<file path="config.mk">
export PLATFORM = sky130hd
export DESIGN_NAME = datetime_digit_field_parser
export DESIGN_NICKNAME = d
export VERILOG_FILES = /design/src/rtl/dtdf_pkg.sv /design/src/rtl/dtdf_cfg_regs.sv /design/src/rtl/dtdf_in_reg.sv /design/src/rtl/dtdf_run_tracker.sv /design/src/rtl/dtdf_out_reg.sv /design/src/rtl/datetime_digit_field_parser.sv
export SDC_FILE = /design/constraint.sdc
export NUM_CORES = 1
export LEC_CHECK = 0
export ABC_CLOCK_PERIOD_IN_PS = 11100
export CORE_MARGIN = 10
export CORE_UTILIZATION = 35
export CTS_CLUSTER_SIZE = 12
export DETAILED_ROUTE_END_ITERATION = 8
export DONT_BUFFER_PORTS = 1
export PLACE_DENSITY = 0.48
export SLEW_MARGIN = 20
export SYNTH_ARGS = -nofsm -noshare
export SYNTH_HDL_FRONTEND = slang
export SYNTH_SLANG_ARGS = --single-unit
</file>
<file path="constraint.sdc">
create_clock -name clk -period 11.1 [get_ports clk]
set_input_delay 2.22 -clock clk [delete_from_list [all_inputs] [get_ports clk]]
set_output_delay 2.22 -clock clk [all_outputs]
set_load 0.05 [all_outputs]
</file>
<file path="src/rtl/dtdf_pkg.sv">
// ----------------------------------------------------------------------------
// dtdf_pkg
// Types and constants shared by the date-time digit field parser.
// ----------------------------------------------------------------------------
`default_nettype none

package dtdf_pkg;

  localparam int unsigned CHAR_W    = 8;
  localparam int unsigned VALUE_W   = 16;
  localparam int unsigned POS_W     = 3;
  localparam int unsigned COUNT_W   = 3;
  localparam int unsigned NUM_FIELD = 6;
  localparam int unsigned PROD_W    = VALUE_W + 4;

  localparam logic [CHAR_W-1:0]  CH_ZERO   = 8'h30;
  localparam logic [CHAR_W-1:0]  CH_NINE   = 8'h39;
  localparam logic [VALUE_W-1:0] VALUE_MAX = 16'hFFFF;
  localparam logic [COUNT_W-1:0] RUN_SLOTS = 3'd6;

  // Configuration register indexes.
  localparam logic [POS_W-1:0] CFG_YEAR_POS   = 3'd0;
  localparam logic [POS_W-1:0] CFG_MONTH_POS  = 3'd1;
  localparam logic [POS_W-1:0] CFG_DAY_POS    = 3'd2;
  localparam logic [POS_W-1:0] CFG_HOUR_POS   = 3'd3;
  localparam logic [POS_W-1:0] CFG_MINUTE_POS = 3'd4;
  localparam logic [POS_W-1:0] CFG_SECOND_POS = 3'd5;

  typedef enum logic [1:0] {
    STATUS_OK   = 2'd0,
    STATUS_FEW  = 2'd1,
    STATUS_MANY = 2'd2
  } status_t;

  typedef logic [POS_W-1:0]   pos_t;
  typedef logic [VALUE_W-1:0] value_t;

  typedef struct packed {
    logic [CHAR_W-1:0] ch;
    logic              fin;
  } char_item_t;

  typedef struct packed {
    value_t [NUM_FIELD-1:0] values;
    status_t                status;
  } result_t;

endpackage

`default_nettype wire

</file>
<file path="src/rtl/dtdf_cfg_regs.sv">
// ----------------------------------------------------------------------------
// dtdf_cfg_regs
// Run position registers, one per output field, written over the config port.
// ----------------------------------------------------------------------------
`default_nettype none

module dtdf_cfg_regs
  import dtdf_pkg::*;
(
  input  wire logic                  clk,
  input  wire logic                  rst,
  input  wire logic                  cfg_valid,
  output logic                       cfg_ready,
  input  wire logic [POS_W-1:0]      cfg_index,
  input  wire logic [POS_W-1:0]      cfg_data,
  output pos_t [NUM_FIELD-1:0]       positions
);

  assign cfg_ready = 1'b1;

  always_ff @(posedge clk) begin
    if (rst) begin
      for (int j = 0; j < NUM_FIELD; j++) begin
        positions[j] <= POS_W'(j);
      end
    end else if (cfg_valid && cfg_ready) begin
      unique case (cfg_index)
        CFG_YEAR_POS:   positions[0] <= cfg_data;
        CFG_MONTH_POS:  positions[1] <= cfg_data;
        CFG_DAY_POS:    positions[2] <= cfg_data;
        CFG_HOUR_POS:   positions[3] <= cfg_data;
        CFG_MINUTE_POS: positions[4] <= cfg_data;
        CFG_SECOND_POS: positions[5] <= cfg_data;
        default: begin
        end
      endcase
    end
  end

endmodule

`default_nettype wire

</file>
<file path="src/rtl/dtdf_in_reg.sv">
// ----------------------------------------------------------------------------
// dtdf_in_reg
// Input register for one character and the input-side handshake.
// ----------------------------------------------------------------------------
`default_nettype none

module dtdf_in_reg
  import dtdf_pkg::*;
(
  input  wire logic              clk,
  input  wire logic              rst,
  input  wire logic              in_valid,
  output logic                   in_stall,
  input  wire logic [CHAR_W-1:0] char_code,
  input  wire logic              is_final,
  input  wire logic              out_blocked,
  output logic                   go,
  output char_item_t             item
);

  logic       held;
  char_item_t item_reg;

  // A final character needs the result register; others never wait.
  assign go       = held && !(item_reg.fin && out_blocked);
  assign in_stall = held && !go;
  assign item     = item_reg;

  always_ff @(posedge clk) begin
    if (rst) begin
      held <= 1'b0;
    end else if (in_valid && !in_stall) begin
      held <= 1'b1;
    end else if (go) begin
      held <= 1'b0;
    end
  end

  always_ff @(posedge clk) begin
    if (in_valid && !in_stall) begin
      item_reg.ch  <= char_code;
      item_reg.fin <= is_final;
    end
  end

endmodule

`default_nettype wire

</file>
<file path="src/rtl/dtdf_run_tracker.sv">
// ----------------------------------------------------------------------------
// dtdf_run_tracker
// Digit accumulator, run counting and capture of the selected runs.
// ----------------------------------------------------------------------------
`default_nettype none

module dtdf_run_tracker
  import dtdf_pkg::*;
(
  input  wire logic                  clk,
  input  wire logic                  rst,
  input  wire logic                  go,
  input  wire char_item_t            item,
  input  wire pos_t [NUM_FIELD-1:0]  positions,
  output result_t                    result
);

  value_t                 acc;
  logic                   inside_run;
  logic [COUNT_W-1:0]     run_count;
  logic                   too_many_runs;
  value_t [NUM_FIELD-1:0] field_val;
  logic   [NUM_FIELD-1:0] field_hit;

  logic                   is_digit;
  logic [PROD_W-1:0]      prod;
  value_t                 acc_step;
  logic                   closing;
  value_t                 close_val;
  logic                   store;
  logic [NUM_FIELD-1:0]   hit_now;
  logic [COUNT_W-1:0]     count_after;

  always_comb begin
    is_digit = (item.ch >= CH_ZERO) && (item.ch <= CH_NINE);
    prod     = (PROD_W'(acc) << 3) + (PROD_W'(acc) << 1) + PROD_W'(item.ch[3:0]);
    acc_step = (prod > PROD_W'(VALUE_MAX)) ? VALUE_MAX : prod[VALUE_W-1:0];

    // A digit closes its run only when it is the last character; a non-digit
    // closes whatever run was open.
    closing   = is_digit ? item.fin : inside_run;
    close_val = is_digit ? acc_step : acc;
    store     = closing && (run_count < RUN_SLOTS);

    for (int j = 0; j < NUM_FIELD; j++) begin
      hit_now[j] = store && (positions[j] == run_count);
    end
    count_after = run_count + COUNT_W'(store);

    for (int j = 0; j < NUM_FIELD; j++) begin
      if (hit_now[j]) begin
        result.values[j] = close_val;
      end else if (field_hit[j]) begin
        result.values[j] = field_val[j];
      end else begin
        result.values[j] = '0;
      end
    end

    if (too_many_runs || (closing && !store)) begin
      result.status = STATUS_MANY;
    end else if (count_after < RUN_SLOTS) begin
      result.status = STATUS_FEW;
    end else begin
      result.status = STATUS_OK;
    end
  end

  always_ff @(posedge clk) begin
    if (rst) begin
      acc           <= '0;
      inside_run    <= 1'b0;
      run_count     <= '0;
      too_many_runs <= 1'b0;
      field_hit     <= '0;
    end else if (go) begin
      if (item.fin) begin
        acc           <= '0;
        inside_run    <= 1'b0;
        run_count     <= '0;
        too_many_runs <= 1'b0;
        field_hit     <= '0;
      end else begin
        acc        <= is_digit ? acc_step : '0;
        inside_run <= is_digit;
        run_count  <= count_after;
        field_hit  <= field_hit | hit_now;
        if (closing && !store) begin
          too_many_runs <= 1'b1;
        end
      end
    end
  end

  always_ff @(posedge clk) begin
    for (int j = 0; j < NUM_FIELD; j++) begin
      if (go && hit_now[j]) begin
        field_val[j] <= close_val;
      end
    end
  end

endmodule

`default_nettype wire

</file>
<file path="src/rtl/dtdf_out_reg.sv">
// ----------------------------------------------------------------------------
// dtdf_out_reg
// Result register holding one parsed date-time until it is taken.
// ----------------------------------------------------------------------------
`default_nettype none

module dtdf_out_reg
  import dtdf_pkg::*;
(
  input  wire logic    clk,
  input  wire logic    rst,
  input  wire logic    load,
  input  wire result_t result,
  output logic         out_blocked,
  output logic         out_valid,
  input  wire logic    out_stall,
  output result_t      held
);

  assign out_blocked = out_valid && out_stall;

  always_ff @(posedge clk) begin
    if (rst) begin
      out_valid <= 1'b0;
    end else if (load) begin
      out_valid <= 1'b1;
    end else if (!out_stall) begin
      out_valid <= 1'b0;
    end
  end

  always_ff @(posedge clk) begin
    if (load) begin
      held <= result;
    end
  end

endmodule

`default_nettype wire

</file>
<file path="src/rtl/datetime_digit_field_parser.sv">
// ----------------------------------------------------------------------------
// datetime_digit_field_parser
// Splits a date-time text into decimal digit runs and returns six fields.
// ----------------------------------------------------------------------------
// The block takes one character per clock cycle and keeps taking characters
// while a finished result waits on the output; only a final character that
// arrives while the result register is still full and stalled holds the input.
// Each character passes through an input register and then combinational
// accumulate-and-capture logic; for a final character the result is then
// loaded into the result register and held on the output until it is taken.
// Run values above 65535 saturate to 65535, and the status tells whether the
// text had fewer or more than six digit runs. The user must write position
// registers only between texts; the block itself does not enforce it.
`default_nettype none

module datetime_digit_field_parser
  import dtdf_pkg::*;
(
  input  wire logic               clk,
  input  wire logic               rst,
  input  wire logic               cfg_valid,
  output logic                    cfg_ready,
  input  wire logic [POS_W-1:0]   cfg_index,
  input  wire logic [POS_W-1:0]   cfg_data,
  input  wire logic               in_valid,
  output logic                    in_stall,
  input  wire logic [CHAR_W-1:0]  char_code,
  input  wire logic               is_final,
  output logic                    out_valid,
  input  wire logic               out_stall,
  output logic [VALUE_W-1:0]      year_value,
  output logic [VALUE_W-1:0]      month_value,
  output logic [VALUE_W-1:0]      day_value,
  output logic [VALUE_W-1:0]      hour_value,
  output logic [VALUE_W-1:0]      minute_value,
  output logic [VALUE_W-1:0]      second_value,
  output logic [1:0]              parse_status
);

  pos_t [NUM_FIELD-1:0] positions;
  char_item_t           item;
  logic                 go;
  logic                 out_blocked;
  result_t              result;
  result_t              held;

  dtdf_cfg_regs u_cfg_regs (
    .clk       (clk),
    .rst       (rst),
    .cfg_valid (cfg_valid),
    .cfg_ready (cfg_ready),
    .cfg_index (cfg_index),
    .cfg_data  (cfg_data),
    .positions (positions)
  );

  dtdf_in_reg u_in_reg (
    .clk         (clk),
    .rst         (rst),
    .in_valid    (in_valid),
    .in_stall    (in_stall),
    .char_code   (char_code),
    .is_final    (is_final),
    .out_blocked (out_blocked),
    .go          (go),
    .item        (item)
  );

  dtdf_run_tracker u_run_tracker (
    .clk       (clk),
    .rst       (rst),
    .go        (go),
    .item      (item),
    .positions (positions),
    .result    (result)
  );

  dtdf_out_reg u_out_reg (
    .clk         (clk),
    .rst         (rst),
    .load        (go && item.fin),
    .result      (result),
    .out_blocked (out_blocked),
    .out_valid   (out_valid),
    .out_stall   (out_stall),
    .held        (held)
  );

  assign year_value   = held.values[0];
  assign month_value  = held.values[1];
  assign day_value    = held.values[2];
  assign hour_value   = held.values[3];
  assign minute_value = held.values[4];
  assign second_value = held.values[5];
  assign parse_status = held.status;

endmodule

`default_nettype wire

</file>
* Yosys cells after proc, flatten, opt, wreduce, memory -nomap -nowiden
Index checks and enable logic that the tools add are counted.
Operators by class: add/subtract/negate cells 3, bitwise gates (word level) 1, reduce and logical (&&, ||, !) cells 36, equality and inequality tests 12, $lt $le $gt $ge 5, muxes and demuxes 27
Operators by type and width (number):
- 2-to-1 mux 16 bit | 16
- logical AND 1 bit | 21
- adder 19 x 17 -> 20 bit | 1
- adder 20 x 4 -> 20 bit | 1
- greater-than comparator 20 x 16 -> 1 bit, second input constant | 1
- equality test 3 bit | 6
- AND reduction 2 bit | 7
- 2-to-1 mux 1 bit | 9
- >= comparator 8 x 6 -> 1 bit, second input constant | 1
- <= comparator 8 x 6 -> 1 bit, second input constant | 1
- equality test 3 x 2 -> 1 bit, second input constant | 2
- equality test 3 bit, second input constant | 2
- < comparator 3 bit, second input constant | 2
- 2-to-1 mux 6 bit | 1
- OR 6 bit | 1
- logical NOT 1 bit | 4
- nonzero test 2 bit | 2
- adder 3 x 1 -> 3 bit | 1
- equality test 3 x 1 -> 1 bit, second input constant | 1
- logical NOT 3 bit | 1
- 2-to-1 mux 3 bit | 1
- != test 2 x 1 -> 1 bit, second input constant | 1
- logical OR 1 bit | 1
Storage, ports and cells: flip-flop bits (word level) 250, output and inout port bits 101

* Depth between registers and ports, before layout
Gate-level depths: netlist of the first run.
depth after elaboration 9, mapped depth 12, mapped depth without buffers 10

* By module
Synthesis of the first run repeated with hierarchy kept, for this count alone.
Unflattened totals: cells, all modules 820, area, all modules 11073.1 um^2
By module, submodules not included:
- dtdf_run_tracker | area each 6999.2 um^2, times used 1, sequential area each 3423.3 um^2, cells each 631
- dtdf_out_reg | area each 2979.1 um^2, times used 1, sequential area each 2962.8 um^2, cells each 102
- dtdf_cfg_regs | area each 760.7 um^2, times used 1, sequential area each 360.3 um^2, cells each 70
- dtdf_in_reg | area each 327.8 um^2, times used 1, sequential area each 290.3 um^2, cells each 16
- datetime_digit_field_parser | area each 6.3 um^2, times used 1, sequential area each 0.0 um^2, cells each 1

* Least setup slack after synthesis of the first run
Ideal clock, no wire load.
path kind input -> register, start input port out_stall, end register u_run_tracker.too_many_runs, setup time 0.118 ns, arrival time 5.397 ns, setup slack 5.584 ns, data required time 10.982 ns, buffers on the path 0, cell stages on the path 4, cells stage by stage nand3_1 and3_1 nor2_1 o211a_1
On the way: longest elaborated chain between the ends 5
Ends and longest elaborated chain:
- start: declaration | RTL line datetime_digit_field_parser.sv:30 | input wire logic out_stall,
- logical AND 1 bit | RTL line dtdf_out_reg.sv:20 | assign out_blocked = out_valid && out_stall;
- logical AND 1 bit | RTL line dtdf_in_reg.sv:25 | assign go = held && !(item_reg.fin && out_blocked);
- logical NOT 1 bit | RTL line dtdf_in_reg.sv:25
- logical AND 1 bit | RTL line dtdf_in_reg.sv:25
- AND reduction 2 bit (no source line)
- end signal: assignment | RTL line dtdf_run_tracker.sv:74 | too_many_runs <= 1'b0;
- end signal: assignment | RTL line dtdf_run_tracker.sv:81 | too_many_runs <= 1'b0;
- end signal: assignment | RTL line dtdf_run_tracker.sv:89 | too_many_runs <= 1'b1;
- end: declaration | RTL line dtdf_run_tracker.sv:21 | logic too_many_runs;
Every way passes these cells. A chain may end at the register's enable or synchronous reset.

* Worst setup path in the final report of the first run
start input port out_stall, end output port in_stall
On the way: longest elaborated chain between the ends 6
Ends and longest elaborated chain:
- logical AND 1 bit | RTL line dtdf_out_reg.sv:20
- logical AND 1 bit | RTL line dtdf_in_reg.sv:25
- logical NOT 1 bit | RTL line dtdf_in_reg.sv:25
- logical AND 1 bit | RTL line dtdf_in_reg.sv:25
- logical NOT 1 bit | RTL line dtdf_in_reg.sv:26 | assign in_stall = held && !go;
- logical AND 1 bit | RTL line dtdf_in_reg.sv:26
- end: declaration | RTL line datetime_digit_field_parser.sv:26 | output logic in_stall,
Every way passes these cells.

==> flow_summary.html, run 1 <==
<table>
<tr><th>Metric</th><th>Value</th></tr>
<tr><th colspan="2">Synth</th></tr>
<tr><td>Area contributors post-synth</td><td>sky130_fd_sc_hd__edfxtp_1 54%, sky130_fd_sc_hd__dfxtp_1 8.3%, sky130_fd_sc_hd__o31ai_1 6.4%, sky130_fd_sc_hd__nand3_1 4.5%, sky130_fd_sc_hd__ha_1 3.7%</td></tr>
<tr><td>Share of the synthesized area in compound gates (AO/OA/AOI/OAI)</td><td>12.34%</td></tr>
<tr><td>Post-synthesis cell type with the largest combined area</td><td>sky130_fd_sc_hd__edfxtp_1</td></tr>
<tr><td>Main combinational cell family by area after synthesis</td><td>simple AND/OR/NAND/NOR gates</td></tr>
<tr><td>Fraction of registers with async set or reset after synthesis</td><td>0%</td></tr>
<tr><td>Warnings, synthesis</td><td>0</td></tr>
<tr><td>Post-synthesis share of cell area spent on xor and xnor gates</td><td>2.175%</td></tr>
<tr><td>Number of flops mapped to enable cells by yosys</td><td>203</td></tr>
<tr><td>Sequential cell area fraction in the yosys report</td><td>62.42%</td></tr>
<tr><td>Post-Synthesis Cells</td><td>881</td></tr>
<tr><td>Most frequently used cell type in the post-synthesis netlist</td><td>sky130_fd_sc_hd__edfxtp_1</td></tr>
<tr><td>Proportion of synthesized area in mux cells</td><td>1.021%</td></tr>
<tr><td>Synthesized-area fraction occupied by and/or/nand/nor cells</td><td>15.05%</td></tr>
<tr><td>Seq cells post-synth</td><td>250</td></tr>
<tr><td>Post-synth net total</td><td>936</td></tr>
<tr><td>Netlist Area Pre-Place</td><td>11,270 um2</td></tr>
<tr><td>Top post-synthesis cells by count</td><td>203 x sky130_fd_sc_hd__edfxtp_1, 101 x sky130_fd_sc_hd__nand3_1, 96 x sky130_fd_sc_hd__o31ai_1</td></tr>
<tr><td>Arithmetic-cell share of the synthesized area counting full adders, half adders and majority gates</td><td>4.018%</td></tr>
<tr><td>Portion of synthesized cell area occupied by the leading cell type</td><td>54.07%</td></tr>
<tr><td>Number of distinct standard cells referenced by the synthesized netlist</td><td>67</td></tr>
<tr><td>Main flop type after synthesis</td><td>sky130_fd_sc_hd__edfxtp_1</td></tr>
<tr><td>Synthesized area per cell</td><td>12.80 um2</td></tr>
<tr><th colspan="2">CTS</th></tr>
<tr><td>Number of sinks driven by the clock tree</td><td>250</td></tr>
<tr><td>Depth of the CTS H-tree</td><td>1</td></tr>
<tr><td>Master cell of the clock root buffer</td><td>sky130_fd_sc_hd__clkbuf_16</td></tr>
<tr><td>Post-CTS sizing</td><td>0</td></tr>
<tr><td>Hold buffers post-CTS</td><td>0</td></tr>
<tr><td>Count of buffers added by post-CTS timing repair for setup</td><td>0</td></tr>
<tr><td>CTS tree</td><td>built</td></tr>
<tr><td>Clock transition at path regs</td><td>0.06 ns</td></tr>
<tr><td>Clock latency on the worst-skew pair</td><td>0.55 ns</td></tr>
<tr><td>Inserted Clock Buffers</td><td>28</td></tr>
<tr><td>Max clock buf depth</td><td>3</td></tr>
<tr><th colspan="2">Worst hold path</th></tr>
<tr><td>Sink of the worst hold path</td><td>u_run_tracker.inside_run$_SDFFE_PP0P_</td></tr>
<tr><td>WHS Path Cells</td><td>2</td></tr>
<tr><td>Type of the most critical hold path</td><td>reg2reg</td></tr>
<tr><td>Start point of the worst hold path</td><td>u_run_tracker.inside_run$_SDFFE_PP0P_</td></tr>
<tr><th colspan="2">Setup path</th></tr>
<tr><td>Launching element type of the critical path</td><td>primary input</td></tr>
<tr><td>Endpoint required time on the critical path</td><td>8.88 ns</td></tr>
<tr><td>Critical register-to-register path startpoint</td><td>u_in_reg.item[4]$_DFFE_PP_</td></tr>
<tr><td>Highest fanout seen on the critical path</td><td>3</td></tr>
<tr><td>CP Class</td><td>in2out</td></tr>
<tr><td>Crit path cell chain</td><td>nand4_1 -&gt; inv_1</td></tr>
<tr><td>Critical path startpoint</td><td>out_stall</td></tr>
<tr><td>Slack of the worst reg-to-reg path</td><td>6.96 ns</td></tr>
<tr><td>Total buffers and inverters traversed by the critical path</td><td>1</td></tr>
<tr><td>Worst flop-to-flop path endpoint</td><td>u_run_tracker.field_val[73]$_DFFE_PP_</td></tr>
<tr><td>FF-to-FF path depth</td><td>9</td></tr>
<tr><td>Cell family with the largest share of critical-path delay</td><td>buffers and inverters</td></tr>
<tr><td>Crit end category</td><td>primary output</td></tr>
<tr><td>Peak per-stage delay on the critical path</td><td>0.40 ns</td></tr>
<tr><td>Slowest cell on the critical path</td><td>sky130_fd_sc_hd__inv_1</td></tr>
<tr><td>Crit path DAT</td><td>2.71 ns</td></tr>
<tr><th colspan="2">Power</th></tr>
<tr><td>Overall power after layout</td><td>1.952 mW</td></tr>
<tr><td>Switching power share of the total</td><td>21.94%</td></tr>
<tr><td>Cell leakage power</td><td>4.024 nW</td></tr>
<tr><td>Cell internal power dissipation</td><td>1.523 mW</td></tr>
<tr><td>Switching power</td><td>0.4283 mW</td></tr>
<tr><td>Clock power frac</td><td>44.0%</td></tr>
<tr><td>Worst voltage drop across the vdd grid</td><td>0.1103 mV</td></tr>
<tr><td>Combinational group share of total power</td><td>1.8%</td></tr>
<tr><td>Part of the power in registers</td><td>54.3%</td></tr>
<tr><td>Pwr dens</td><td>156.5 nW/um2</td></tr>
<tr><th colspan="2">Cells and area</th></tr>
<tr><td>Biggest registers after layout</td><td>u_out_reg.held x98, u_run_tracker.field_val x96, u_cfg_regs.positions x18</td></tr>
<tr><td>Count of fill cells added during filler insertion</td><td>2,939</td></tr>
<tr><td>Net count, final</td><td>922</td></tr>
<tr><td>Final standard cell count with taps included and fillers excluded</td><td>1,291</td></tr>
<tr><td>Area growth from synthesis to layout</td><td>10.61%</td></tr>
<tr><td>Register area</td><td>7037 um2</td></tr>
<tr><td>Number of flip-flops under the largest register name</td><td>98</td></tr>
<tr><td>Area used by multi-input combinational logic</td><td>3916 um2</td></tr>
<tr><td>Share of final-layout standard cells stronger than drive strength 1</td><td>9.786%</td></tr>
<tr><td>Diodes inserted</td><td>0</td></tr>
<tr><td>Register with the most flip-flops</td><td>u_out_reg.held</td></tr>
<tr><th colspan="2">Detailed routing</th></tr>
<tr><td>Via/cell ratio</td><td>5.526</td></tr>
<tr><td>First-pass DRT Iterations</td><td>8</td></tr>
<tr><td>Iteration-0 DRC Markers</td><td>550</td></tr>
<tr><td>DR vias</td><td>7,134</td></tr>
<tr><td>DRT antenna net count</td><td>0</td></tr>
<tr><td>Routed Wire Length</td><td>29,940 um</td></tr>
<tr><td>Post-detailed-route DRC marker count</td><td>0</td></tr>
<tr><td>Detail-routed net length per standard cell</td><td>23.19 um</td></tr>
<tr><th colspan="2">Run status</th></tr>
<tr><td>Outcome</td><td>finished clean</td></tr>
<tr><th colspan="2">Global routing</th></tr>
<tr><td>Global-route wire length before repair</td><td>45,290 um</td></tr>
<tr><td>Residual overflow from global routing</td><td>0</td></tr>
<tr><td>Via count of the first global-routing pass</td><td>6,949</td></tr>
<tr><td>Number of antenna violations at the first check in global routing</td><td>0</td></tr>
<tr><td>Overall Global Routing Usage</td><td>14.89%</td></tr>
<tr><td>Maximum number of pins on one net before global-route repair</td><td>55</td></tr>
<tr><th colspan="2">STA</th></tr>
<tr><td>Headroom to the max-slew limit</td><td>30.21%</td></tr>
<tr><td>Final critical delay including setup and external delays</td><td>4.931 ns</td></tr>
<tr><td>Final hold violation count</td><td>0</td></tr>
<tr><td>Crit share post-route</td><td>44.42%</td></tr>
<tr><td>Timing-limited maximum frequency</td><td>0.2028 GHz</td></tr>
<tr><td>RSZ-0062 raised after global routing</td><td>no</td></tr>
<tr><td>Max Transition Viols Final</td><td>0</td></tr>
<tr><td>Final-layout setup total negative slack</td><td>0 ns</td></tr>
<tr><td>Setup violation total in the final timing report</td><td>0</td></tr>
<tr><td>Actual slew at the worst max-slew pin</td><td>1.045 ns</td></tr>
<tr><td>Clock Skews</td><td>0.03475 ns</td></tr>
<tr><th colspan="2">Floorplanning</th></tr>
<tr><td>Floorplan core area</td><td>31,640 um2</td></tr>
<tr><td>Site Rows</td><td>65</td></tr>
<tr><td>I/O pin cnt</td><td>121</td></tr>
<tr><td>Horiz. Die Dim</td><td>199.5 um</td></tr>
<tr><td>Starting utilization of the core area</td><td>35.63%</td></tr>
<tr><td>DIE AREA</td><td>39,790 um2</td></tr>
<tr><td>Floorplan die height</td><td>199.5 um</td></tr>
<tr><th colspan="2">Placement</th></tr>
<tr><td>Number of cells in the design after placement</td><td>1,239</td></tr>
<tr><td>Number of I/O port buffers</td><td>0</td></tr>
<tr><td>Weighted congestion reported at the end of routability-driven placement</td><td>0.8368</td></tr>
<tr><td>Half-perimeter wire length of the detailed placement result</td><td>19,490 um</td></tr>
<tr><th colspan="2">Flow run</th></tr>
<tr><td># Max-Cap Violations</td><td>0</td></tr>
</table>
## tightest hold or removal path, delay by kind of cell, from the launching register on
family	cells	cell delay (ns)
simple gates	1	0.05
flops	1	0.31
compound gates	1	0.05
## stage by stage
stage	utilization, %	area (um2)	worst slack [ns]	hold slack (ns)
final	39.41	12470	6.169	0.4509
after global routing	39.41	12470	6.090	0.4727
after CTS	39.41	12470	6.164	0.4523
after detailed placement	36.71	11610	6.165	0.4441
after global placement	36.69	11610	6.156	0.4362
after floorplan	-	11270	5.584	0.4357
## layer usage
metal	up-vias	GRT usage, %	share of wire, %
li1	3387	-	-
met1	3475	21.05	47
met2	234	22.88	45
met3	38	3.061	6.2
met4	0	3.505	1.7
met5	-	0	0
## power by group through the flow
stage	logic (mW)	clock network, mW	registers (mW)
global route	0.0385	0.922	1.06
floorplan	0.0260	0	1.08
global placement	0.0346	0	1.08
detailed placement	0.0348	0	1.08
finish	0.0343	0.858	1.06
CTS	0.0349	0.880	1.06
## worst max-delay path by stage
stage / to / slack [ns] / cells past startpoint
2_1_floorplan: u_run_tracker.too_many_runs$_SDFFE_PP0P_ / 5.58 / 4
3_3_place_gp: in_stall / 6.16 / 2
3_5_place_dp: in_stall / 6.16 / 2
4_1_cts: in_stall / 6.16 / 2
5_1_grt: in_stall / 6.09 / 2
6_report: in_stall / 6.17 / 2
## cells in the final DEF (no fill, tap or decap), drive strengths merged, types with 2 or more instances in the layout
master / Yosys / layout
nand4b: 2 / 2
inv: 10 / 10
edfxtp: 203 / 203
nor3: 9 / 9
nor4: 20 / 20
clkbuf: 31 / 37
nand2b: 6 / 6
a21oi: 28 / 28
and2: 4 / 4
dfxtp: 47 / 47
xnor2: 22 / 22
o211ai: 6 / 6
nand2: 46 / 46
mux2i: 10 / 10
a22oi: 2 / 2
o21a: 7 / 7
nor4b: 10 / 10
a21o: 3 / 3
a21boi: 5 / 5
and3: 3 / 3
xor2: 6 / 6
o21ai: 26 / 26
nor3b: 2 / 2
o31ai: 96 / 96
ha: 33 / 33
nand3b: 2 / 2
nand3: 101 / 101
buf: 29 / 16
fa: 2 / 2
nand4: 10 / 10
a211oi: 3 / 3
nor2: 67 / 67
a211o: 7 / 7
clkinv: 0 / 13
nor2b: 5 / 5
## kinds of logic after synthesis
group,Yosys count
AOI/OAI and AO/OA,195
xor gates and xnor gates,28
adders and majority gates,35
buffers and inverters,70
DFF,250
muxes,11
other,1
and+or+nand+nor,291
## layout make-up
| type | instances | share of cell area, % |
|---|---|---|
| Clock buffer | 37 | 5.970 |
| Clock inverter | 15 | 0.8930 |
| Inverter | 10 | 0.3010 |
| Multi-Input combinational cell | 561 | 31.41 |
| Sequential cell | 250 | 56.43 |
| Tap cell | 402 | 4.034 |
| Timing Repair Buffer | 16 | 0.9633 |
Note: power is estimated with default switching activity, not from simulation.
==> run 2, diff against run 1 <==
--- a/config.mk
+++ b/config.mk
@@ -5,13 +5,13 @@
 export SDC_FILE = /design/constraint.sdc
 export NUM_CORES = 1
 export LEC_CHECK = 0
-export ABC_CLOCK_PERIOD_IN_PS = 11100
+export ABC_CLOCK_PERIOD_IN_PS = 3900
 export CORE_MARGIN = 10
 export CORE_UTILIZATION = 35
 export CTS_CLUSTER_SIZE = 12
 export DETAILED_ROUTE_END_ITERATION = 8
 export DONT_BUFFER_PORTS = 1
-export PLACE_DENSITY = 0.48
+export PLACE_DENSITY = 0.5
 export SLEW_MARGIN = 20
 export SYNTH_ARGS = -nofsm -noshare
 export SYNTH_HDL_FRONTEND = slang
==> constraint.sdc (replaced) <==
create_clock -name clk -period 3.9 [get_ports clk]
set_input_delay 0.78 -clock clk [delete_from_list [all_inputs] [get_ports clk]]
set_output_delay 0.78 -clock clk [all_outputs]
set_load 0.05 [all_outputs]
==> flow_summary.html, run 2 (synthesis gave the netlist of run 1 again) <==
<table>
<tr><th>Metric</th><th>Value</th></tr>
<tr><th colspan="2">Run status</th></tr>
<tr><td>Outcome</td><td>finished clean</td></tr>
<tr><th colspan="2">STA</th></tr>
<tr><td>RSZ-0062 raised after global routing</td><td>no</td></tr>
<tr><td>Timing-limited maximum frequency</td><td>0.2706 GHz</td></tr>
<tr><td>Final critical delay including setup and external delays</td><td>3.696 ns</td></tr>
<tr><td>Final-layout setup total negative slack</td><td>0 ns</td></tr>
<tr><td>Final hold violation count</td><td>0</td></tr>
<tr><td>Actual slew at the worst max-slew pin</td><td>1.095 ns</td></tr>
<tr><td>Setup violation total in the final timing report</td><td>0</td></tr>
<tr><td>Headroom to the max-slew limit</td><td>26.89%</td></tr>
<tr><td>Max Transition Viols Final</td><td>0</td></tr>
<tr><td>Crit path setup slack, layout</td><td>0.2042 ns</td></tr>
<tr><td>Crit share post-route</td><td>94.76%</td></tr>
<tr><td>Clock Skews</td><td>0.01113 ns</td></tr>
<tr><th colspan="2">Placement</th></tr>
<tr><td>Post-Place Setup Slack</td><td>0.08881 ns</td></tr>
<tr><td>Number of I/O port buffers</td><td>0</td></tr>
<tr><td>Number of cells in the design after placement</td><td>1,252</td></tr>
<tr><td>Weighted congestion reported at the end of routability-driven placement</td><td>0.8529</td></tr>
<tr><td>Half-perimeter wire length of the detailed placement result</td><td>20,210 um</td></tr>
<tr><td>Placed Instance Area</td><td>11,730 um2</td></tr>
<tr><th colspan="2">Worst hold path</th></tr>
<tr><td>Type of the most critical hold path</td><td>in2reg</td></tr>
<tr><th colspan="2">Setup path</th></tr>
<tr><td>Crit path DAT</td><td>3.95 ns</td></tr>
<tr><td>Slack of the worst reg-to-reg path</td><td>0.20 ns</td></tr>
<tr><td>Crit end category</td><td>flip-flop</td></tr>
<tr><td>Launching element type of the critical path</td><td>flip-flop</td></tr>
<tr><td>Slowest cell on the critical path</td><td>sky130_fd_sc_hd__fa_1</td></tr>
<tr><td>Library cell appearing most often on the critical path</td><td>sky130_fd_sc_hd__fa_1</td></tr>
<tr><td>Endpoint required time on the critical path</td><td>4.15 ns</td></tr>
<tr><td>Crit path cell chain</td><td>fa_1 -&gt; fa_1 -&gt; a211oi_2 -&gt; o211ai_1 -&gt; nand3_1 -&gt; nand2_1 -&gt; mux2_8 -&gt; nor4_4 -&gt; buf_4 -&gt; nor2_1</td></tr>
<tr><td>CP Class</td><td>reg2reg</td></tr>
<tr><td>Peak per-stage delay on the critical path</td><td>0.55 ns</td></tr>
<tr><td>Highest fanout seen on the critical path</td><td>32</td></tr>
<tr><th colspan="2">Cells and area</th></tr>
<tr><td>Register with the most flip-flops</td><td>u_out_reg.held</td></tr>
<tr><td>Net count, final</td><td>947</td></tr>
<tr><td>Biggest registers after layout</td><td>u_out_reg.held x98, u_run_tracker.field_val x96, u_cfg_regs.positions x18</td></tr>
<tr><td>Layout Cell Area excl Fill</td><td>12,730 um2</td></tr>
<tr><td>Final standard cell count with taps included and fillers excluded</td><td>1,319</td></tr>
<tr><td>Share of final-layout standard cells stronger than drive strength 1</td><td>12.24%</td></tr>
<tr><td>Commonest cells after routing, fill and taps aside</td><td>203 x sky130_fd_sc_hd__edfxtp_1, 101 x sky130_fd_sc_hd__nand3_1, 96 x sky130_fd_sc_hd__o31ai_1</td></tr>
<tr><td>Area growth from synthesis to layout</td><td>12.89%</td></tr>
<tr><td>Number of flip-flops under the largest register name</td><td>98</td></tr>
<tr><td>Most frequent standard cell in the layout excluding fill and tap cells</td><td>sky130_fd_sc_hd__edfxtp_1</td></tr>
<tr><th colspan="2">Detailed routing</th></tr>
<tr><td>Via/cell ratio</td><td>5.593</td></tr>
<tr><td>First-pass DRT Iterations</td><td>6</td></tr>
<tr><td>Post-detailed-route DRC marker count</td><td>0</td></tr>
<tr><td>DR vias</td><td>7,377</td></tr>
<tr><td>Detail-routed net length per standard cell</td><td>23.42 um</td></tr>
<tr><td>Iteration-0 DRC Markers</td><td>565</td></tr>
<tr><td>Routed Wire Length</td><td>30,890 um</td></tr>
<tr><td>DRT antenna net count</td><td>0</td></tr>
<tr><th colspan="2">CTS</th></tr>
<tr><td>Hold buffers post-CTS</td><td>0</td></tr>
<tr><td>Number of sinks driven by the clock tree</td><td>250</td></tr>
<tr><td>CTS tree</td><td>built</td></tr>
<tr><td>Master cell of the clock root buffer</td><td>sky130_fd_sc_hd__clkbuf_16</td></tr>
<tr><td>Clock latency on the worst-skew pair</td><td>0.56 ns</td></tr>
<tr><td>Depth of the CTS H-tree</td><td>1</td></tr>
<tr><td>Clock transition at path regs</td><td>0.06 ns</td></tr>
<tr><td>Max clock buf depth</td><td>3</td></tr>
<tr><td>Inserted Clock Buffers</td><td>29</td></tr>
<tr><th colspan="2">Global routing</th></tr>
<tr><td>Residual overflow from global routing</td><td>0</td></tr>
<tr><td>Overall Global Routing Usage</td><td>15.22%</td></tr>
<tr><td>Maximum number of pins on one net before global-route repair</td><td>46</td></tr>
<tr><td>Via count of the first global-routing pass</td><td>7,099</td></tr>
<tr><td>Global-route wire length before repair</td><td>45,970 um</td></tr>
<tr><td>Number of antenna violations at the first check in global routing</td><td>2</td></tr>
<tr><th colspan="2">Power</th></tr>
<tr><td>Pwr dens</td><td>445.0 nW/um2</td></tr>
<tr><td>Cell leakage power</td><td>4.168 nW</td></tr>
<tr><td>Worst voltage drop across the vdd grid</td><td>0.2658 mV</td></tr>
<tr><td>Overall power after layout</td><td>5.663 mW</td></tr>
<tr><th colspan="2">Floorplanning</th></tr>
<tr><td>Floorplan die height</td><td>199.5 um</td></tr>
<tr><td>DIE AREA</td><td>39,790 um2</td></tr>
<tr><td>Horiz. Die Dim</td><td>199.5 um</td></tr>
<tr><td>Starting utilization of the core area</td><td>35.63%</td></tr>
<tr><td>Site Rows</td><td>65</td></tr>
<tr><td>I/O pin cnt</td><td>121</td></tr>
<tr><td>Floorplan core area</td><td>31,640 um2</td></tr>
<tr><th colspan="2">Flow run</th></tr>
<tr><td># Max-Cap Violations</td><td>0</td></tr>
</table>
## run 2: final cells by class
type / instances / area (um2)
timing repair buffer: 40 / 325.3
multi-input combinational: 561 / 3924
clock buffer: 39 / 783.3
clock inverter: 15 / 111.4
antenna: 2 / 5.005
sequential: 250 / 7037
fill: 2910 / 18910
tap: 402 / 503.0
inverter: 10 / 37.54
## run 2: worst paths after layout
kind                                         startpoint                               endpoint  cells past startpoint
hold reg to reg   u_run_tracker.inside_run$_SDFFE_PP0P_  u_run_tracker.inside_run$_SDFFE_PP0P_                      2
hold / removal                                      rst   u_cfg_regs.positions[4]$_SDFFE_PP0P_                      1
setup reg to reg             u_in_reg.item[4]$_DFFE_PP_  u_run_tracker.field_val[18]$_DFFE_PP_                     10
setup / recovery             u_in_reg.item[4]$_DFFE_PP_  u_run_tracker.field_val[18]$_DFFE_PP_                     10
## run 2: timing repair
item                       4_1_cts  5_1_grt
setup endpoints to repair        0      156
buffers inserted                 0       11
resized for setup                0        2
## run 2: report_power, final
group | total [mW] | switching [mW] | internal [mW]
Combinational | 0.103 | 0.0724 | 0.0309
Sequential | 3.02 | 0.112 | 2.90
Clock | 2.54 | 1.07 | 1.47
## run 2: critical path, delay by kind of cell, from the launching register on
kind	cells	cell delay [ns]
AO/OA/AOI/OAI	2	0.46
adder cells (fa/ha/maj)	2	1.05
buffers and inverters	1	0.22
flip-flops	1	0.42
multiplexers	1	0.51
AND/OR/NAND/NOR	4	0.71
## run 2: layer usage
layer,share of wire (%),routed length (um),vias to the layer above,track usage [%]
met3,7.1,2184,61,3.263
met2,45,13910,266,23.28
li1,-,-,3441,-
met5,0,0,-,0
met1,45,13900,3609,21.07
met4,2.9,891,0,4.823
## run 2: metrics by stage
step / utilization, % / hold slack [ns]
6_report: 40.23 / 0.2950
5_1_grt: 40.21 / 0.2777
4_1_cts: 39.91 / 0.2766
3_5_place_dp: 37.08 / 0.4491
3_3_place_gp: 37.08 / 0.4483
2_1_floorplan: - / 0.4357
